### src/rtl/core/mlt_pkg.sv
// Shared types and constants of the metric line tokenizer.
package mlt_pkg;

    typedef enum logic [2:0] {
        PH_KEY     = 3'd0,
        PH_LABEL   = 3'd1,
        PH_AFTER   = 3'd2,
        PH_VALUE   = 3'd3,
        PH_LINEEND = 3'd4,
        PH_DISCARD = 3'd5
    } t_phase;

    typedef enum logic [2:0] {
        ROLE_KEY   = 3'd0,
        ROLE_LKEY  = 3'd1,
        ROLE_LVAL  = 3'd2,
        ROLE_VALUE = 3'd3,
        ROLE_DELIM = 3'd4,
        ROLE_DROP  = 3'd5
    } t_role;

    typedef enum logic [2:0] {
        ERR_NONE       = 3'd0,
        ERR_KEY_EQUALS = 3'd1,
        ERR_BAD_LABEL  = 3'd2,
        ERR_AFTER_LBL  = 3'd3,
        ERR_INCOMPLETE = 3'd4
    } t_err;

    localparam logic [7:0] CH_LBRACK = 8'h5B;
    localparam logic [7:0] CH_RBRACK = 8'h5D;
    localparam logic [7:0] CH_COLON  = 8'h3A;
    localparam logic [7:0] CH_EQUALS = 8'h3D;
    localparam logic [7:0] CH_LF     = 8'h0A;
    localparam logic [7:0] CH_CR     = 8'h0D;
    localparam logic [7:0] CH_NUL    = 8'h00;

    typedef struct packed {
        t_phase phase;
        logic   split_seen;
        logic   value_nonempty;
    } t_parse_state;

    typedef struct packed {
        t_role role;
        logic  sample_done;
        t_err  error_code;
    } t_tag;

endpackage

### src/rtl/core/metric_line_tokenizer_core.sv
// Top level of the metric line tokenizer: input register, tagging logic, result register.
//
//   channel | direction | handshake             | word
//   in      | input     | i_in_valid/o_in_stall | data byte, last of message
//   out     | output    | o_out_valid/i_out_stall | byte, role, sample done, error, msg done
//
// One byte per cycle while the output does not stall; a word passes through the input
// register and then the result register around the tagger on its way out.
// Reset clears both valid flags and the parse state to the key phase.
// A stall on the output holds the result register; the input register still fills
// while empty, and the input stalls only when both registers hold words.
module metric_line_tokenizer_core (
    input  logic       i_clk,
    input  logic       i_rst_n,
    input  logic       i_in_valid,
    output logic       o_in_stall,
    input  logic [7:0] i_data_byte,
    input  logic       i_last_of_message,
    output logic       o_out_valid,
    input  logic       i_out_stall,
    output logic [7:0] o_out_byte,
    output logic [2:0] o_byte_role,
    output logic       o_sample_done,
    output logic [2:0] o_error_code,
    output logic       o_message_done
);
    import mlt_pkg::*;

    logic         r_in_valid;
    logic [7:0]   r_in_byte;
    logic         r_in_last;
    logic         r_out_valid;
    logic [7:0]   r_out_byte;
    t_tag         r_out_tag;
    logic         r_out_last;
    t_parse_state r_state;
    t_parse_state n_state;
    t_tag         n_tag;
    logic         out_free;
    logic         advance;
    logic         in_take;

    assign out_free   = !r_out_valid || !i_out_stall;
    assign advance    = r_in_valid && out_free;
    assign o_in_stall = r_in_valid && !out_free;
    assign in_take    = i_in_valid && !o_in_stall;

    mlt_step u_step (
        .i_state     (r_state),
        .i_data_byte (r_in_byte),
        .i_last      (r_in_last),
        .o_state     (n_state),
        .o_tag       (n_tag)
    );

    always_ff @(posedge i_clk) begin
        if (!i_rst_n) begin
            r_in_valid  <= 1'b0;
            r_out_valid <= 1'b0;
            r_state     <= '{phase: PH_KEY, split_seen: 1'b0, value_nonempty: 1'b0};
        end else begin
            if (in_take) begin
                r_in_valid <= 1'b1;
            end else if (advance) begin
                r_in_valid <= 1'b0;
            end
            if (out_free) begin
                r_out_valid <= r_in_valid;
            end
            if (advance) begin
                r_state <= n_state;
            end
        end
    end

    always_ff @(posedge i_clk) begin
        if (in_take) begin
            r_in_byte <= i_data_byte;
            r_in_last <= i_last_of_message;
        end
        if (advance) begin
            r_out_byte <= r_in_byte;
            r_out_tag  <= n_tag;
            r_out_last <= r_in_last;
        end
    end

    assign o_out_valid    = r_out_valid;
    assign o_out_byte     = r_out_byte;
    assign o_byte_role    = r_out_tag.role;
    assign o_sample_done  = r_out_tag.sample_done;
    assign o_error_code   = r_out_tag.error_code;
    assign o_message_done = r_out_last;

`ifndef NO_ASSERTIONS
    // an error before the last byte always drops the byte that raised it
    a_err_drops: assert property (@(posedge i_clk) disable iff (!i_rst_n)
        r_out_valid && (r_out_tag.error_code != ERR_NONE) && !r_out_last
        |-> r_out_tag.role == ROLE_DROP)
        else $error("error tag on a byte that is not dropped");

    // a sample completes only on a line end or on the last byte of a message
    a_done_role: assert property (@(posedge i_clk) disable iff (!i_rst_n)
        r_out_valid && r_out_tag.sample_done
        |-> (r_out_tag.role == ROLE_DELIM) || r_out_last)
        else $error("sample done on an unexpected byte");

    // the parse state returns to the key phase after a message ends
    a_msg_reset: assert property (@(posedge i_clk) disable iff (!i_rst_n)
        advance && r_in_last
        |=> (r_state.phase == PH_KEY) && !r_state.split_seen && !r_state.value_nonempty)
        else $error("state not reset at message end");

    // a label value cannot exist without its split
    a_split_order: assert property (@(posedge i_clk) disable iff (!i_rst_n)
        r_state.value_nonempty |-> r_state.split_seen)
        else $error("label value seen without split");
`endif

endmodule

### src/rtl/core/mlt_step.sv
// Per-byte tagging logic: current parse state and one byte in, tag and next state out.
module mlt_step (
    input  mlt_pkg::t_parse_state i_state,
    input  logic [7:0]            i_data_byte,
    input  logic                  i_last,
    output mlt_pkg::t_parse_state o_state,
    output mlt_pkg::t_tag         o_tag
);
    import mlt_pkg::*;

    logic   line_end;
    logic   label_ok;
    t_phase phase_eff;
    t_parse_state st;
    t_role  role;
    t_err   err;
    logic   done;

    assign line_end = (i_data_byte == CH_LF) || (i_data_byte == CH_CR);
    assign label_ok = i_state.split_seen && i_state.value_nonempty;

    always_comb begin
        // a non line-end byte after a line end starts the next key
        phase_eff = i_state.phase;
        if (i_state.phase == PH_LINEEND && !line_end) begin
            phase_eff = PH_KEY;
        end
        st       = i_state;
        st.phase = phase_eff;
        role     = ROLE_DROP;
        err      = ERR_NONE;
        done     = 1'b0;

        unique case (phase_eff)
            PH_KEY: begin
                if (i_data_byte == CH_LBRACK) begin
                    role = ROLE_DELIM;
                    st   = '{phase: PH_LABEL, split_seen: 1'b0, value_nonempty: 1'b0};
                end else if (i_data_byte == CH_COLON || i_data_byte == CH_NUL) begin
                    role     = ROLE_DELIM;
                    st.phase = PH_VALUE;
                end else if (i_data_byte == CH_EQUALS) begin
                    err = ERR_KEY_EQUALS;
                end else begin
                    role = ROLE_KEY;
                end
            end
            PH_LABEL: begin
                if (i_data_byte == CH_RBRACK || i_data_byte == CH_COLON
                    || i_data_byte == CH_NUL) begin
                    if (label_ok) begin
                        role     = ROLE_DELIM;
                        st.phase = PH_AFTER;
                    end else begin
                        err = ERR_BAD_LABEL;
                    end
                end else if (!i_state.split_seen && i_data_byte == CH_EQUALS) begin
                    st.split_seen = 1'b1;
                    role          = ROLE_DELIM;
                end else if (i_state.split_seen) begin
                    st.value_nonempty = 1'b1;
                    role              = ROLE_LVAL;
                end else begin
                    role = ROLE_LKEY;
                end
            end
            PH_AFTER: begin
                if (i_data_byte == CH_LBRACK) begin
                    role = ROLE_DELIM;
                    st   = '{phase: PH_LABEL, split_seen: 1'b0, value_nonempty: 1'b0};
                end else if (i_data_byte == CH_COLON) begin
                    role     = ROLE_DELIM;
                    st.phase = PH_VALUE;
                end else begin
                    err = ERR_AFTER_LBL;
                end
            end
            PH_VALUE: begin
                if (line_end) begin
                    role     = ROLE_DELIM;
                    done     = 1'b1;
                    st.phase = PH_LINEEND;
                end else begin
                    role = ROLE_VALUE;
                end
            end
            PH_LINEEND: begin
                role = ROLE_DELIM;
            end
            default: begin
                role = ROLE_DROP;
            end
        endcase

        if (err != ERR_NONE) begin
            role     = ROLE_DROP;
            st.phase = PH_DISCARD;
        end

        if (i_last) begin
            if (err == ERR_NONE) begin
                unique case (st.phase)
                    PH_KEY:   err = ERR_INCOMPLETE;
                    PH_LABEL: err = (st.split_seen && st.value_nonempty)
                                    ? ERR_INCOMPLETE : ERR_BAD_LABEL;
                    PH_AFTER: err = ERR_AFTER_LBL;
                    PH_VALUE: done = 1'b1;
                    default:  err = ERR_NONE;
                endcase
            end
            // message end: back to the reset state
            st = '{phase: PH_KEY, split_seen: 1'b0, value_nonempty: 1'b0};
        end

        o_state = st;
        o_tag   = '{role: role, sample_done: done, error_code: err};
    end

endmodule
### config.mk
export PLATFORM = sky130hd
export DESIGN_NAME = metric_line_tokenizer_core
export DESIGN_NICKNAME = d
export VERILOG_FILES = /design/src/rtl/core/mlt_pkg.sv /design/src/rtl/core/metric_line_tokenizer_core.sv /design/src/rtl/core/mlt_step.sv
export SDC_FILE = /design/constraint.sdc
export NUM_CORES = 1
export LEC_CHECK = 0
export ABC_AREA = 1
export BUFFER_PORTS_ARGS = -buffer_cell sky130_fd_sc_hd__clkbuf_2
export CAP_MARGIN = 20
export CORE_MARGIN = 2
export CORE_UTILIZATION = 50
export CTS_CLUSTER_DIAMETER = 120
export DETAILED_ROUTE_END_ITERATION = 10
export HOLD_SLACK_MARGIN = 0.08
export PLACE_DENSITY_LB_ADDON = 0.12
export SKIP_LAST_GASP = 1
export SYNTH_ARGS = -nofsm -noshare
export SYNTH_HDL_FRONTEND = slang
export SYNTH_HIERARCHICAL = 1
export SYNTH_SLANG_ARGS = --single-unit
### constraint.sdc
create_clock -name i_clk -period 1.8 [get_ports i_clk]
set_input_delay 0.36 -clock i_clk [delete_from_list [all_inputs] [get_ports i_clk]]
set_output_delay 0.36 -clock i_clk [all_outputs]
set_load 0.05 [all_outputs]
---- Yosys cells after proc, flatten, opt, wreduce, memory -nomap -nowiden ----
Index checks and enable logic that the tools add are counted.
storage, ports and cells
  output and inout port bits .............. 18
  logic and storage cells ................. 98
  register bits after elaboration ......... 32
  input bits .............................. 13
operators by class
  muxes and demuxes ....................... 47
  reduce and logical (&&, ||, !) cells .... 25
  eq/ne operators ......................... 14
operator list
  kind                                           count
  two-way mux 3 bit                              22
  case mux 3 bit (4 select lines)                2
  == test 8 x 4 -> 1 bit, second input constant  2
  == test 8 x 6 -> 1 bit, second input constant  2
  == test 8 x 7 -> 1 bit, second input constant  2
  case mux 3 bit (5 select lines)                1
  two-way mux 1 bit                              13
  == test 3 x 2 -> 1 bit, second input constant  4
  two-way mux 2 bit                              6
  logical NOT 3 bit                              3
  case mux 3 bit (3 select lines)                1
  logical NOT 8 bit                              1
  logical AND 1 bit                              7
  == test 3 x 1 -> 1 bit, second input constant  2
  == test 3 bit, second input constant           2
  logical NOT 1 bit                              6
  logical OR 1 bit                               5
  two-way mux 5 bit                              1
  case mux 2 bit (2 select lines)                1
  nonzero test 3 bit                             1
  nonzero test 2 bit                             1
  OR reduction 2 bit                             1

---- Logic depth before layout (Yosys ltp) ----
Gate-level depths: netlist of run 1.
  word-level depth ........................ 13
  gate-level depth with buffers ........... 15
  mapped depth without buffers ............ 15

---- Cells and area by module ----
The synthesis of run 1 kept the hierarchy.
by module, submodules not included
  module                      seq. area each (µm²)  cells each  instances  area each (µm²)
  metric_line_tokenizer_core  890.9                 70          1          1,086.0
  mlt_step                    0.0                   139         1          721.9

---- Least setup slack after synthesis of run 1 ----
No wires, ideal clock.
  kind .................................... reg2reg
  start point ............................. register r_out_valid (netlist: o_out_valid)
  end point ............................... register r_out_tag, in the netlist o_byte_role[0], enable pin
  stages on the path, launching flop included .. 2
  buffers on the path ..................... 0
  arrival time ............................ 1.384 ns
  slack ................................... 0.022 ns
  period minus slack after synthesis ...... 1.778 ns
  required time ........................... 1.406 ns
  library setup time ...................... 0.394 ns
  path through ............................ dfxtp_1 > a21oi_1
on the way
  word-level cells in the longest chain between the ends .. 3
ends and longest elaborated chain
  what                      RTL line                          source
  start: declaration        metric_line_tokenizer_core.sv:32  logic r_out_valid;
  start signal: assignment  metric_line_tokenizer_core.sv:68  r_out_valid <= r_in_valid;
  logical NOT 1 bit         metric_line_tokenizer_core.sv:43  assign out_free = !r_out_valid || !i_out_stall;
  logical OR 1 bit          metric_line_tokenizer_core.sv:43
  logical AND 1 bit         metric_line_tokenizer_core.sv:44  assign advance = r_in_valid && out_free;
  named net advance         metric_line_tokenizer_core.sv:40  logic advance;
  end signal: assignment    metric_line_tokenizer_core.sv:83  r_out_tag <= n_tag;
  end: declaration          metric_line_tokenizer_core.sv:34  t_tag r_out_tag;
The timed path passes the listed nets, and every way through them passes these cells.
A chain may end at the register's enable or synchronous reset.

==> run metrics, run 1 <==
#FFs+latches synth 32; root buf cell clkbuf_4; gr usage total between 10% and 20%; CTS Hold Bufs 0; # rows 21; Die Ht 64.1 um; # nets final 274; Mapped Area 1810 um2; final std cell area, no fill 2340 um2; VDD IR max 0.484 mV; pwr/cell area between 700 and 800 nW/um2; latest clock arrival within the worst-skew pair 0.34 ns; slowest stage cell on the critical path edfxtp_1; number of DRC markers in iteration 0 74; DRT met1 WL 1580 um; startpoint types register; r2r startpoint r_in_byte[1]; via count 1502; largest net degree at the start of global routing 17; min-delay src i_data_byte[3]; Slew @ Worst Pin approximately 0.51 ns; Clock transition at path regs 0.11 ns; vias in the first global route 1259; DIE AREA 4110 um2; share of the synthesized area in the top cell type between 40% and 50%; Final Hold Fails 0; CP Launch Point r_in_byte[1]; Rel. slew slack ~66%; Setup CP Type register to register; CP Capture Type register; via/cell ratio 4.88; CTS sink cnt 32; CTS tree built; final core utilization 68.6%; drt drc 0; post-synthesis net count 222; fin crit period 1.82 ns; violated checks setup timing; hpwl dp 2480 um; Setup Viol. Count Final 1; flop-to-flop setup slack -0.02 ns; Setup WS pre-CTS -0.0376 ns; depth of the CTS H-tree 2; Cell variety after synth 28; WL per Instance 11.9 um; Top Family by Delay on Critical Path simple AND/OR/NAND/NOR gates; grt ovf 0; GP Congestion 0.893; Placed Area 2070 um2; TNS Setup -0.0197 ns; Syn Area/Cell 8.65 um2; Inst Count DP 293; sequential fraction of the synthesis area 49.3%; final worst setup slack -0.0197 ns; clock buffer count from CTS 5; crit path cell chain inv_2, nand2_1, nor2_2, nand2_4, nand3_4, nand2_2, nand2_2, nand3_4, nor2_4, nor2_2, nand3_1, nand3_1; Post-Layout Cell Count 308; top post-synthesis cells by area edfxtp_1 (42%), nand2_1 (9.6%), dfxtp_1 (7.8%); Max stage delay on crit path between 0.4 and 0.5 ns; Clock Skew between 0.008 and 0.009 ns; Leakage 1.11 nW; Routed WL between 3000 and 4000 um; status finished with violations; RSZ-0062 raised after global routing yes; WL met3 261 um; Antenna Nets Post-Route 0; DR top layer met4; clk buf depth 2; Starting Density a little over half; share of cells above drive strength 1 48.9%; WL met2 1720 um; IO Pins 31; die width around 64 um; largest area contributor in the netlist edfxtp_1; crit path DAT 1.93 ns; antenna violations before repair 0; synthesis-to-finish area growth 29.6%; Hold Path Class input port to register; first-pass GRT wire length 5690 um; Core Region 3420 um2; Ant. Diodes 0; Fmax achieved 0.550 GHz; post-synthesis cell count 209; DR pass1 iterations 4; Max Slew Vio Count 0; max cap viols 0; WP buf/inv 1; CP max FO 6; buffers added on ports 30; Crit path required time 1.91 ns; YS warnings 6; Period Utilization, post-route 101%
metrics by stage:
| step | hold slack, ns | power [mW] |
|---|---|---|
| 2_1_floorplan | 0.449 | 1.12 |
| 3_3_place_gp | 0.457 | 1.19 |
| 3_5_place_dp | 0.467 | 1.19 |
| 4_1_cts | 0.173 | 1.76 |
| 5_1_grt | 0.165 | 1.86 |
| 6_report | 0.184 | 1.78 |
worst register-to-register path, delay by kind of cell, from the launching register on:
kind                   cells  cell delay [ns]
AND/OR/NAND/NOR           11             1.02
flip-flops                 1             0.47
buffers and inverters      1             0.10
logic make-up (layout without fill, tap and decap cells):
logic type	Yosys count	after routing	share of synthesized area, %
and+or+nand+nor	119	119	35.8
buffers and inverters	43	96	10.2
DFF	32	32	49.3
AOI/OAI and AO/OA	15	15	4.71
power by group:
part	total, mW	internal, mW	switching (mW)
Clock	0.555	0.289	0.266
Sequential	0.878	0.847	0.0311
Combinational	0.350	0.118	0.232
repair_timing:
action | CTS | global route
buffers inserted | 3 | 4
gates cloned | 0 | 0
resized for setup | 12 | 32
pin swaps | 7 | 12
endpoints found under the setup margin | 2 | 10
final timing paths:
check	to	cells past startpoint
min reg2reg	o_out_byte[7]	0
max	o_error_code[1]	12
min	r_in_byte[3]	1
max reg2reg	o_error_code[1]	12
sequential cells by signal, indices dropped and copies added (netlist names):
name            cells
o_out_byte          8
r_in_byte           8
r_state             5
o_byte_role         3
o_error_code        3
o_message_done      1
o_out_valid         1
o_sample_done       1
r_in_last           1
r_in_valid          1
cell usage in the layout (no fill, tap or decap), types with 5 or more instances in the layout:
master / netlist / final
inv_1: 31 / 24
clkbuf_2: 0 / 30
nand2_2: 10 / 18
nand2_1: 46 / 33
nand2_4: 0 / 5
nand3_4: 1 / 5
dfxtp_1: 7 / 7
edfxtp_1: 25 / 25
buf_4: 2 / 17
nor2_1: 26 / 19
inv_2: 7 / 14
clkbuf_4: 0 / 5
a21oi_1: 9 / 9
nand3_1: 10 / 8
nand3_2: 10 / 8
nor2_2: 6 / 12
final cells by class:
type	instances	area [um2]
well taps	46	57.6
clock inverters	3	42.5
fillers	288	1070
clock buffers	5	37.5
repair buffers	49	300
inverters	39	146
flip-flops and latches	32	891
multi-input cells	134	867
routing by layer:
metal,track usage [%],vias to the layer above
met5,0,-
met4,7.18,0
met3,4.75,11
met2,28.0,55
met1,24.6,664
li1,-,772
synth_stat cells, drive strengths merged:
| cell | count |
|---|---|
| nor4 | 1 |
| nor2 | 35 |
| o21ai | 3 |
| inv | 38 |
| edfxtp | 25 |
| o311ai | 1 |
| nor3 | 3 |
| buf | 4 |
| nand3 | 21 |
| nand2 | 57 |
| o2111ai | 1 |
| nand4 | 2 |
| dfxtp | 7 |
| clkinv | 1 |
| o211ai | 1 |
| a21oi | 9 |
(Power assumes the default switching activity.)
==> inputs of run 2 (changes only) <==
--- a/config.mk
+++ b/config.mk
@@ -8,8 +8,10 @@
 export ABC_AREA = 1
 export BUFFER_PORTS_ARGS = -buffer_cell sky130_fd_sc_hd__clkbuf_2
 export CAP_MARGIN = 20
+export CELL_PAD_IN_SITES_DETAIL_PLACEMENT = 1
+export CELL_PAD_IN_SITES_GLOBAL_PLACEMENT = 2
 export CORE_MARGIN = 2
-export CORE_UTILIZATION = 50
+export CORE_UTILIZATION = 30
 export CTS_CLUSTER_DIAMETER = 120
 export DETAILED_ROUTE_END_ITERATION = 10
 export HOLD_SLACK_MARGIN = 0.08
==> run metrics, run 2 (synthesis results as in run 1) <==
status finished with violations (unchanged); violated checks setup timing (unchanged); number of DRC markers in iteration 0 58 (was 74); # rows 28 (was 21); CTS tree built (unchanged); startpoint types register (unchanged); antenna violations before repair 0 (unchanged); IO Pins 31 (unchanged); hpwl dp 3360 um (was 2480 um); via count 1558 (was 1502); Clock Skew 0.00295 ns (was 0.00816 ns); CP Launch Point r_in_byte[5] (was r_in_byte[1]); Leakage 1.22 nW (was 1.11 nW); Core Region 5890 um2 (was 3420 um2); min-delay src i_data_byte[2] (was i_data_byte[3]); Starting Density 30.7% (was 52.9%); die width 81.6 um (was 64.1 um); drt drc 0 (unchanged); DIE AREA 6660 um2 (was 4110 um2); clock buffer count from CTS 5 (unchanged); CTS sink cnt 32 (unchanged); WL per Instance 13.6 um (was 11.9 um); Hold Path Class input port to register (unchanged); VDD IR max 0.314 mV (was 0.484 mV); latest clock arrival within the worst-skew pair 0.28 ns (was 0.34 ns); pwr/cell area 765 nW/um2 (was 761 nW/um2); final worst setup slack -0.0533 ns (was -0.0197 ns); Rel. slew slack 71.3% (was 65.7%); CP Capture Type register (unchanged); flop-to-flop setup slack -0.05 ns (was -0.02 ns); gr usage total 15.0% (was 18.2%); leading cell type in the layout, fill and taps excluded nand2_1 (unchanged); Period Utilization, post-route 103% (was 101%); Setup Viol. Count Final 6 (was 1); Die Ht 81.6 um (was 64.1 um); crit path DAT 1.89 ns (was 1.93 ns); buffers added on ports 30 (unchanged); clk buf depth 2 (unchanged); depth of the CTS H-tree 2 (unchanged); vias in the first global route 1547 (was 1259); via/cell ratio 4.48 (was 4.88); # nets final 285 (was 274); Post-Layout Cell Count 348 (was 308); Antenna Nets Post-Route 0 (unchanged); grt ovf 0 (unchanged); synthesis-to-finish area growth 43.0% (was 29.6%); Crit path required time 1.84 ns (was 1.91 ns); Fmax achieved 0.540 GHz (was 0.550 GHz); Setup CP Type register to register (unchanged); RSZ-0062 raised after global routing yes (unchanged); Max Slew Vio Count 0 (unchanged); CP max FO 5 (was 6); Ant. Diodes 0 (unchanged); final core utilization 43.9% (was 68.6%); DR pass1 iterations 4 (unchanged); r2r startpoint r_in_byte[5] (was r_in_byte[1]); Inst Count DP 333 (was 293); largest net degree at the start of global routing 17 (unchanged); Routed WL 4730 um (was 3650 um); max cap viols 0 (unchanged); hold endpoint r_in_byte[2] (was r_in_byte[3]); Clock transition at path regs 0.07 ns (was 0.11 ns); Critical R2R Capture o_error_code[1] (unchanged); TNS Setup -0.174 ns (was -0.0197 ns); Final Hold Fails 0 (unchanged); first-pass GRT wire length 7430 um (was 5690 um); Slew @ Worst Pin 0.429 ns (was 0.513 ns); Hold Path Depth 1 (unchanged); GP Congestion 0.779 (was 0.893); Reg2Reg Depth 13 (was 12); share of cells above drive strength 1 53.1% (was 48.9%); fin crit period 1.85 ns (was 1.82 ns); most frequent cells in the layout nand2_1 (32), clkbuf_2 (30), inv_1 (26), edfxtp_1 (25), buf_4 (25) (was nand2_1 (33), clkbuf_2 (30), edfxtp_1 (25), inv_1 (24), nor2_1 (19)); root buf cell clkbuf_8 (was clkbuf_4)
run 2: what timing repair did:
item | 4_1_cts | 5_1_grt
buffers inserted | 4 | 3
hold endpoints to repair | 0 | 0
hold buffers | 0 | 0
resized for setup | 13 | 46
pin swaps | 4 | 22
endpoints found under the setup margin | 7 | 11
run 2: final cells by class:
type	instances	area, um2
timing repair buffer	60	403
inverter	39	149
tap	75	93.8
fill	706	3300
sequential	32	892
clock inverter	3	42.5
clock buffer	5	68.8
multi-input combinational	134	937
run 2: critical path, cell delays in order (launching register included):
cell	delay, ns
edfxtp_1	0.44
inv_2	0.09
nand2_4	0.06
buf_6	0.12
nor2_4	0.14
nand2_2	0.09
nand3_4	0.11
nand2_2	0.06
nand2_2	0.08
nand3_4	0.09
nor2_4	0.15
nor2_2	0.05
nand3_1	0.06
nand3_1	0.07
run 2: through the flow:
step                      cell area, um2  setup slack (ns)  power (mW)  hold slack (ns)
final                               2590           -0.0533        1.98            0.246
after floorplan                     1810            0.0220        1.12            0.449
after detailed placement            2200            -0.105        1.23            0.457
after global routing                2590            -0.192        2.07            0.233
after CTS                           2400           -0.0208        1.97            0.232
after global placement              2200           -0.0996        1.23            0.455
run 2: how the worst max path moves through the flow:
stage	endpoint	cells after the start
after floorplan	o_byte_role[0]	1
after global placement	o_error_code[1]	13
after detailed placement	o_error_code[1]	13
after CTS	o_error_code[1]	13
after global routing	r_state[2]	14
final	o_error_code[1]	13
run 2: metal layers:
| metal | up-vias | wire length [um] | GRT usage (%) |
|---|---|---|---|
| met1 | 738 | 2180 | 19.1 |
| met5 | - | 0 | 0 |
| li1 | 795 | - | - |
| met4 | 0 | 67 | 6.67 |
| met2 | 21 | 2350 | 24.4 |
| met3 | 4 | 126 | 2.97 |
run 2: power breakdown:
group | total [mW] | switching [mW] | internal [mW]
registers | 0.881 | 0.0336 | 0.847
logic | 0.395 | 0.253 | 0.142
clock network | 0.701 | 0.292 | 0.410
==> inputs of run 3 (changes only) <==
--- a/config.mk
+++ b/config.mk
@@ -6,7 +6,7 @@
 export NUM_CORES = 1
 export LEC_CHECK = 0
 export ABC_AREA = 1
-export BUFFER_PORTS_ARGS = -buffer_cell sky130_fd_sc_hd__clkbuf_2
+export BUFFER_PORTS_ARGS = -buffer_cell sky130_fd_sc_hd__buf_2
 export CAP_MARGIN = 20
 export CELL_PAD_IN_SITES_DETAIL_PLACEMENT = 1
 export CELL_PAD_IN_SITES_GLOBAL_PLACEMENT = 2
==> run metrics, run 3 (synthesis results as in run 1) <==
CTS tree built (unchanged); Crit path required time 1.85 ns (was 1.84 ns); first-pass GRT wire length 7730 um (was 7430 um); Setup Viol. Count Final 3 (was 6); share of cells above drive strength 1 50.4% (was 53.1%); leading cell type in the layout, fill and taps excluded nand2_1 (unchanged); final core utilization 42.8% (was 43.9%); Reg2Reg Depth 13 (unchanged); synthesis-to-finish area growth 39.2% (was 43.0%); buffers added on ports 30 (unchanged); RSZ-0062 raised after global routing yes (unchanged); status finished with violations (unchanged); Critical R2R Capture o_error_code[1] (unchanged); most frequent cells in the layout nand2_1 (33), buf_2 (30), buf_4 (30), inv_1 (27), edfxtp_1 (25) (was nand2_1 (32), clkbuf_2 (30), inv_1 (26), edfxtp_1 (25), buf_4 (25)); number of DRC markers in iteration 0 49 (was 58); antenna violations before repair 0 (unchanged); root buf cell clkbuf_8 (unchanged); startpoint types register (unchanged); violated checks setup timing (unchanged); via/cell ratio 4.43 (was 4.48); Leakage 1.17 nW (was 1.22 nW); die width 81.6 um (unchanged); DR pass1 iterations 4 (unchanged); GP Congestion 0.785 (was 0.779); WL per Instance 13.5 um (was 13.6 um); Hold Path Depth 1 (unchanged); CP max FO 5 (unchanged); Setup WS pre-CTS -0.161 ns (was -0.105 ns); clock buffer count from CTS 5 (unchanged); largest net degree at the start of global routing 17 (unchanged); TNS Setup -0.0557 ns (was -0.174 ns); max cap viols 0 (unchanged); vias in the first global route 1597 (was 1547); via count 1554 (was 1558); flop-to-flop setup slack -0.04 ns (was -0.05 ns); fin crit period 1.84 ns (was 1.85 ns); Inst Count DP 333 (unchanged); depth of the CTS H-tree 2 (unchanged); clk buf depth 2 (unchanged); Antenna Nets Post-Route 0 (unchanged); Rel. slew slack 71.2% (was 71.3%); # nets final 288 (was 285); Core Region 5890 um2 (unchanged); r2r startpoint r_in_byte[5] (unchanged); Clock transition at path regs 0.08 ns (was 0.07 ns); hpwl dp 3510 um (was 3360 um); # rows 28 (unchanged); Max Slew Vio Count 0 (unchanged); VDD IR max 0.361 mV (was 0.314 mV); hold endpoint r_in_byte[7] (was r_in_byte[2]); crit path DAT 1.89 ns (about the same); drt drc 0 (unchanged); Clock Skew 0.0106 ns (was 0.00295 ns); CTS sink cnt 32 (unchanged); pwr/cell area 743 nW/um2 (was 765 nW/um2); grt ovf 0 (unchanged); gr usage total 15.8% (was 15.0%); Starting Density 30.7% (unchanged); Fmax achieved 0.545 GHz (was 0.540 GHz); IO Pins 31 (unchanged); DIE AREA 6660 um2 (unchanged); Die Ht 81.6 um (unchanged); Routed WL 4740 um (was 4730 um); Slew @ Worst Pin 0.431 ns (was 0.429 ns); Setup CP Type register to register (unchanged); latest clock arrival within the worst-skew pair 0.30 ns (was 0.28 ns); Hold Path Class input port to register (unchanged); Post-Layout Cell Count 351 (was 348); Final Hold Fails 0 (unchanged); Worst Hold Margin 0.231 ns (was 0.246 ns); min-delay src i_data_byte[7] (was i_data_byte[2]); Ant. Diodes 0 (unchanged); final worst setup slack -0.0353 ns (was -0.0533 ns); Period Utilization, post-route 102% (was 103%); CP Capture Type register (unchanged)
## run 3: final cells by class
type	count	area, um2
sequential	32	892
fill	723	3370
clock inverter	3	23.8
clock buffer	5	68.8
timing repair buffer	63	418
inverter	39	146
multi-input combinational	134	875
tap	75	93.8
## run 3: how the worst max path moves through the flow
stage               slack, ns    startpoint  cells past startpoint               to
floorplan                0.02   o_out_valid                      1   o_byte_role[0]
global placement        -0.10  r_in_byte[5]                     13  o_error_code[1]
detailed placement      -0.16  r_in_byte[5]                     13  o_error_code[1]
CTS                     -0.05  r_in_byte[6]                     10  o_error_code[1]
global route            -0.19  r_in_byte[7]                     13  o_error_code[1]
finish                  -0.04  r_in_byte[5]                     13  o_error_code[1]
## run 3: stage by stage
| stage | instance area, um2 | power, mW |
|---|---|---|
| global route | 2520 | 1.95 |
| CTS | 2390 | 1.85 |
| global placement | 2200 | 1.23 |
| detailed placement | 2200 | 1.24 |
| floorplan | 1810 | 1.12 |
| finish | 2520 | 1.87 |
## run 3: layer usage
metal | GRT usage (%) | part of all wire [%] | wire, um | vias up
met3 | 3.63 | 3.1 | 145 | 8
li1 | - | - | - | 792
met2 | 25.4 | 47 | 2230 | 23
met4 | 6.50 | 1.5 | 72 | 0
met1 | 20.5 | 48 | 2290 | 731
met5 | 0 | 0 | 0 | -
## run 3: where the power goes
part | total, mW | internal [mW] | switching [mW]
registers | 0.878 | 0.847 | 0.0305
logic | 0.393 | 0.143 | 0.250
clock network | 0.600 | 0.274 | 0.326
total | 1.87 | 1.26 | 0.606
## run 3: repair_timing
item,CTS,global route
endpoints found under the setup margin,7,11
hold buffers,0,0
pin swaps,5,11
buffers inserted,5,5
resized for setup,15,27
## run 3: critical path, cell delays in order, from the launching register on
cell	delay, ns
edfxtp_1	0.42
inv_2	0.09
nand2_4	0.06
buf_6	0.12
nor2_4	0.14
nand2_2	0.09
nand3_4	0.10
nand2_2	0.07
nand2_2	0.07
nand3_4	0.09
nor2_4	0.15
nor2_2	0.05
nand3_1	0.07
nand3_1	0.07
